## config.mk

```make
export PLATFORM = sky130hd
export DESIGN_NAME = pst_iter
export DESIGN_NICKNAME = d
export VERILOG_FILES = /design/src/rtl/polyline_stroke_to_triangles_top_defines.svh /design/src/rtl/pst_pkg.sv /design/src/rtl/pst_iter.sv
export SDC_FILE = /design/constraint.sdc
export NUM_CORES = 1
export LEC_CHECK = 0
export BUFFER_PORTS_ARGS = -buffer_cell sky130_fd_sc_hd__buf_2
export CORE_MARGIN = 2
export CORE_UTILIZATION = 40
export CTS_BUF_LIST = sky130_fd_sc_hd__clkbuf_2
export DETAILED_ROUTE_END_ITERATION = 10
export GPL_ROUTABILITY_DRIVEN = 0
export GPL_TIMING_DRIVEN = 0
export PLACE_DENSITY = 0.67
export SYNTH_ARGS = -nofsm -noshare
export SYNTH_HDL_FRONTEND = slang
export SYNTH_SLANG_ARGS = --single-unit
export TNS_END_PERCENT = 5
```

## constraint.sdc

```tcl
create_clock -name clk -period 9.7 [get_ports clk]
set_input_delay 1.94 -clock clk [delete_from_list [all_inputs] [get_ports clk]]
set_output_delay 1.94 -clock clk [all_outputs]
set_load 0.02 [all_outputs]
```

## src/rtl/polyline_stroke_to_triangles_top_defines.svh

```systemverilog
// Assertion macros shared by the stroke-to-triangles RTL.
// Needs clk and rst_n in the scope where a macro is used.
`ifndef POLYLINE_STROKE_TO_TRIANGLES_TOP_DEFINES_SVH
`define POLYLINE_STROKE_TO_TRIANGLES_TOP_DEFINES_SVH

// Consequent must hold in the same cycle as the antecedent.
`define PST_ASSERT_IMP(lbl, ante, cons, msg) \
    lbl: assert property (@(posedge clk) disable iff (!rst_n) (ante) |-> (cons)) \
        else $error(msg);

// Consequent must hold in the cycle after the antecedent.
`define PST_ASSERT_NXT(lbl, ante, cons, msg) \
    lbl: assert property (@(posedge clk) disable iff (!rst_n) (ante) |=> (cons)) \
        else $error(msg);

`endif

```

## src/rtl/pst_pkg.sv

```systemverilog
// Package for the polyline stroke block: widths, register indexes, types.
// No dependencies; used by pst_iter and the top level.
package pst_pkg;

    localparam int COORD_BITS = 32;
    localparam int FRAC_BITS  = 16;
    localparam int SAT_W      = 2 * COORD_BITS + 2;

    typedef enum logic [2:0] {
        REG_COEF_XX      = 3'd0,
        REG_COEF_XY      = 3'd1,
        REG_COEF_YX      = 3'd2,
        REG_COEF_YY      = 3'd3,
        REG_SHIFT_X      = 3'd4,
        REG_SHIFT_Y      = 3'd5,
        REG_STROKE_WIDTH = 3'd6,
        REG_STROKE_COLOR = 3'd7
    } reg_idx_t;

    typedef enum logic {
        OP_SQRT = 1'b0,
        OP_DIV  = 1'b1
    } iter_op_t;

    typedef struct packed {
        logic     start;
        iter_op_t op;
    } iter_ctl_t;

    // Clamp a wide signed value to the coordinate range.
    function automatic logic signed [COORD_BITS-1:0] sat_coord(
        input logic signed [SAT_W-1:0] v);
        logic signed [SAT_W-1:0] hi;
        logic signed [SAT_W-1:0] lo;
        hi = {{(SAT_W-COORD_BITS+1){1'b0}}, {(COORD_BITS-1){1'b1}}};
        lo = ~hi;
        if (v > hi)
        begin
            sat_coord = $signed(hi[COORD_BITS-1:0]);
        end
        else if (v < lo)
        begin
            sat_coord = $signed(lo[COORD_BITS-1:0]);
        end
        else
        begin
            sat_coord = $signed(v[COORD_BITS-1:0]);
        end
    endfunction

endpackage

```

## src/rtl/pst_iter.sv

```systemverilog
// Shared bit-serial unit: 64-bit floor square root or 64/32 division.
// Depends on pst_pkg. One result bit per cycle.
module pst_iter
    import pst_pkg::*;
(
    input  logic        clk,
    input  logic        rst_n,
    input  iter_ctl_t   ctl,
    input  logic [63:0] opa,
    input  logic [31:0] opb,
    output logic        busy,
    output logic        done,
    output logic [31:0] result
);

    logic        busy_reg, busy_next;
    logic        done_reg, done_next;
    iter_op_t    op_reg;
    logic [4:0]  cnt_reg;
    logic [63:0] v_reg;
    logic [63:0] r_reg;
    logic [63:0] bit_reg;
    logic [31:0] rem_reg;
    logic [31:0] d_reg;

    logic [32:0] div_shift;
    logic [63:0] sub_a, sub_b;
    logic [64:0] diff;
    logic        ge;

    // One subtractor serves both operations.
    always_comb
    begin
        div_shift = {rem_reg, v_reg[63]};
        if (op_reg == OP_SQRT)
        begin
            sub_a = v_reg;
            sub_b = r_reg + bit_reg;
        end
        else
        begin
            sub_a = {31'd0, div_shift};
            sub_b = {32'd0, d_reg};
        end
        diff = {1'b0, sub_a} - {1'b0, sub_b};
        ge   = ~diff[64];
    end

    always_comb
    begin
        busy_next = busy_reg;
        done_next = 1'b0;
        if (ctl.start)
        begin
            busy_next = 1'b1;
        end
        else if (busy_reg && cnt_reg == 5'd31)
        begin
            busy_next = 1'b0;
            done_next = 1'b1;
        end
    end

    always_ff @(posedge clk or negedge rst_n)
    begin
        if (!rst_n)
        begin
            busy_reg <= 1'b0;
            done_reg <= 1'b0;
            cnt_reg  <= 5'd0;
        end
        else
        begin
            busy_reg <= busy_next;
            done_reg <= done_next;
            if (ctl.start)
            begin
                cnt_reg <= 5'd0;
            end
            else if (busy_reg)
            begin
                cnt_reg <= cnt_reg + 5'd1;
            end
        end
    end

    always_ff @(posedge clk)
    begin
        if (ctl.start)
        begin
            op_reg <= ctl.op;
            r_reg  <= 64'd0;
            d_reg  <= opb;
            if (ctl.op == OP_SQRT)
            begin
                v_reg   <= opa;
                bit_reg <= 64'd1 << 62;
                rem_reg <= 32'd0;
            end
            else
            begin
                v_reg   <= {opa[31:0], 32'd0};
                bit_reg <= 64'd0;
                rem_reg <= opa[63:32];
            end
        end
        else if (busy_reg)
        begin
            if (op_reg == OP_SQRT)
            begin
                if (ge)
                begin
                    v_reg <= diff[63:0];
                    r_reg <= (r_reg >> 1) + bit_reg;
                end
                else
                begin
                    r_reg <= r_reg >> 1;
                end
                bit_reg <= bit_reg >> 2;
            end
            else
            begin
                rem_reg <= ge ? diff[31:0] : div_shift[31:0];
                v_reg   <= v_reg << 1;
                r_reg   <= {r_reg[62:0], ge};
            end
        end
    end

    assign busy   = busy_reg;
    assign done   = done_reg;
    assign result = r_reg[31:0];

endmodule

```

==> impl_metrics.tcl <==
set metrics [dict create \
    cts_resized 0 \
    cell_type_of_the_slowest_stage_on_the_worst_timing_path "sky130_fd_sc_hd__clkbuf_1" \
    worst-r2r-setup-slack_ps 1900 \
    route.antenna.remaining_nets 0 \
    power.leakage_nw 9.25 \
    critPathTopFamily "buffers and inverters" \
    final-seq-area_sq_um 6290 \
    grt_overflow_total 0 \
    fp.dieArea_sq_um 54100 \
    final_common_cell "sky130_fd_sc_hd__nand2_1" \
    fin_skew_ps 90.4 \
    detailedRoute.firstIterationViolations 3006 \
    synth-warning-count 0 \
    multiInputGateArea_sq_um 13600 \
    fin_total_pwr_w 0.00603 \
    dieWidth_microns 233 \
    worst_setup_hold_path_clk_slew_ps 100 \
    grt_setup_unrepaired "no" \
    syn_inst 2499 \
    mapped_nets 2738 \
    maxSlewHeadroom_pct 20.5 \
    area.growth.synth_to_final_pct 10.7 \
    worstPathBufferInverterCount 8 \
    worstMarginPinSlew_ps 1190 \
    min-delay-path-class "flip-flop to flip-flop" \
    final_core_density_pct 44.9 \
    fill_cells 5091 \
    timing.critical_path.to_type "flip-flop" \
    ctsLongestPathBuffers 3 \
    holdBufCountCts 0 \
    core_sq_um 51500 \
    worst-endpoint-required_ps 10560 \
    clock_latency_ps 1180 \
    via_count 21507 \
    synthDistinctLibCells 94 \
    mostFrequentLayoutCells "sky130_fd_sc_hd__nand2_1 (223), sky130_fd_sc_hd__nor2_1 (217), sky130_fd_sc_hd__a21oi_1 (190)" \
    cp_data_arrival_time_ps 8660 \
    power_per_cell_area_nw_per_um2 261 \
    fin_tns_setup_ps 0 \
    timing.critical_path.fanout_max 25 \
    crit_path_max_incr_delay_ps 780 \
    die_h_microns 233 \
    synth_seq_area_share_pct 30.1 \
    timing.setup.critical_path_class "flip-flop to flip-flop" \
    slew_viol_final 0 \
    post-route-period-util_pct 80.4 \
    detailedRoute.firstPassIterationCount 6 \
    clock_sink_count 232 \
    top_level_ports 134 \
    worstSetupStartpointType "flip-flop" \
    route.final.wire_length_microns 81100 \
    final-hold-violation-count 0 \
    cts_tree "yes" \
    start_util_pct 40.6 \
    async_s_r_ff_share_synth_pct 3.02 \
    grt_pass1_wl_microns 120000 \
    cts_made_buffers 67 \
    hpwl_microns 61600 \
    synth-edff-count 161 \
    drive_above_1_share_pct 13.9 \
    min_hold_slack_ps 547 \
    cell_row_count 83 \
    upper_clock_frequency_limit_mhz 128 \
    drc 0 \
    outcome "completed" \
    grt_util_all_layers_pct 29.1 \
    ctsHtreeMaxLevel 3 \
    syn_area_per_cell_sq_um 8.37 \
    cts_setup_buffers 0 \
    port_buffers 133 \
    mappedNetlistArea_sq_um 20900 \
    most_numerous_cell_on_the_critical_path "sky130_fd_sc_hd__clkbuf_1" \
    setup_viol_count_final 0 \
    avgViaCountPerCell 6.27 \
    max_cap_viol_count 0 \
    synth-main-ff-cell "sky130_fd_sc_hd__edfxtp_1" \
    period_minus_slack_ps 7800 \
    routedWlPerCell_microns 23.6 \
    synth.ff_latch_count 232 \
    ctsRootBufferMaster "sky130_fd_sc_hd__clkbuf_2" \
    antenna_violations_before_repair 2 \
    fin_nets 2942 \
    path_cells "clkbuf_1 > clkbuf_1 > clkbuf_1 > buf_1 > mux2i_1 > ha_1 > inv_1 > fa_1 > a211oi_1 > o21bai_1 > a22oi_1 > a21oi_1 > o211ai_1 > o2111ai_2 > nand2_2 > buf_2 > buf_2 > a21oi_4 > buf_12" \
    pin_count_of_the_biggest_net_entering_global_routing 35 \
    power.ir.vdd_worst_v 0.000124 \
    first_global_vias 20075 \
]
==> worst reg2reg max path, delay by kind of cell (launching register included) <==
| kind | cells | cell delay, ps |
|---|---|---|
| muxes | 1 | 310 |
| AOI/OAI and AO/OA | 7 | 2240 |
| and+or+nand+nor | 1 | 380 |
| adders and majority gates | 2 | 630 |
| buffers and inverters | 8 | 3560 |
| DFF | 1 | 390 |
==> cells by family after synthesis <==
logic type,share of synthesized area (%)
compound gates,24.7
xor+xnor,7.16
fa+ha+maj,8.35
buf+inv,5.17
flops,30.1
mux,6.61
simple gates,17.9
==> area by class of cell <==
type                    instances  share of cell area (%)
multi-input cells            2024                    58.6
flip-flops and latches        232                    27.2
plain buffers                 206                    4.07
well taps                     680                    3.68
repair buffers                135                    3.05
clock buffers                  94                    2.03
clock inverters                17                   0.768
inverters                      37                   0.600
diodes                          7                  0.0757
==> synth_stat cells (31+ instances only) <==
cell type / number / area (sq um)
sky130_fd_sc_hd__a211oi_1: 31 / 233
sky130_fd_sc_hd__a21o_1: 50 / 375
sky130_fd_sc_hd__a21oi_1: 191 / 956
sky130_fd_sc_hd__a31oi_1: 92 / 576
sky130_fd_sc_hd__buf_4: 35 / 263
sky130_fd_sc_hd__clkbuf_1: 128 / 480
sky130_fd_sc_hd__dfxtp_1: 64 / 1280
sky130_fd_sc_hd__edfxtp_1: 161 / 4830
sky130_fd_sc_hd__ha_1: 138 / 1730
sky130_fd_sc_hd__inv_1: 36 / 135
sky130_fd_sc_hd__mux2_2: 41 / 462
sky130_fd_sc_hd__mux2i_1: 92 / 921
sky130_fd_sc_hd__nand2_1: 223 / 837
sky130_fd_sc_hd__nand2b_1: 49 / 307
sky130_fd_sc_hd__nand3_1: 45 / 225
sky130_fd_sc_hd__nand4_1: 43 / 269
sky130_fd_sc_hd__nor2_1: 217 / 815
sky130_fd_sc_hd__nor2b_1: 100 / 626
sky130_fd_sc_hd__nor3_1: 35 / 175
sky130_fd_sc_hd__o21ai_0: 154 / 771
sky130_fd_sc_hd__o21ai_1: 37 / 185
sky130_fd_sc_hd__o21bai_1: 37 / 278
sky130_fd_sc_hd__xnor2_1: 106 / 928
sky130_fd_sc_hd__xor2_1: 65 / 569
==> final timing paths <==
check,from,end,cells past startpoint
hold / removal,cnt_reg[3],cnt_reg[3],2
hold reg to reg,cnt_reg[3],cnt_reg[3],2
min in group asynchronous,rst_n,cnt_reg[3],1
setup / recovery,op_reg,v_reg[2],19
setup reg to reg,op_reg,v_reg[2],19
max in group asynchronous,rst_n,cnt_reg[0],1
==> power breakdown <==
group | switching [W] | internal, W
clock network | 0.000497 | 0.000364
logic | 0.00223 | 0.00134
registers | 0.000212 | 0.00139
total | 0.00294 | 0.00310
==> stage by stage <==
stage / cells / cell area, sq um / setup slack [ps]
after CTS: 3425 / 23100 / 2270
after global routing: 3431 / 23100 / 1890
final: 3432 / 23100 / 1900
after global placement: 3312 / 22400 / -1860
after floorplan: 2499 / 20900 / 1420
after detailed placement: 3314 / 22500 / 2410
==> layer usage <==
layer / routed length [microns] / vias to the layer above / global-route usage, %
met2: 33500 / 1541 / 42.8
met3: 9950 / 327 / 6.69
met4: 5230 / 0 / 16.8
li1: - / 9611 / -
met1: 32400 / 10028 / 39.0
met5: 0 / - / 0
Power figures use the tool's default switching activity.
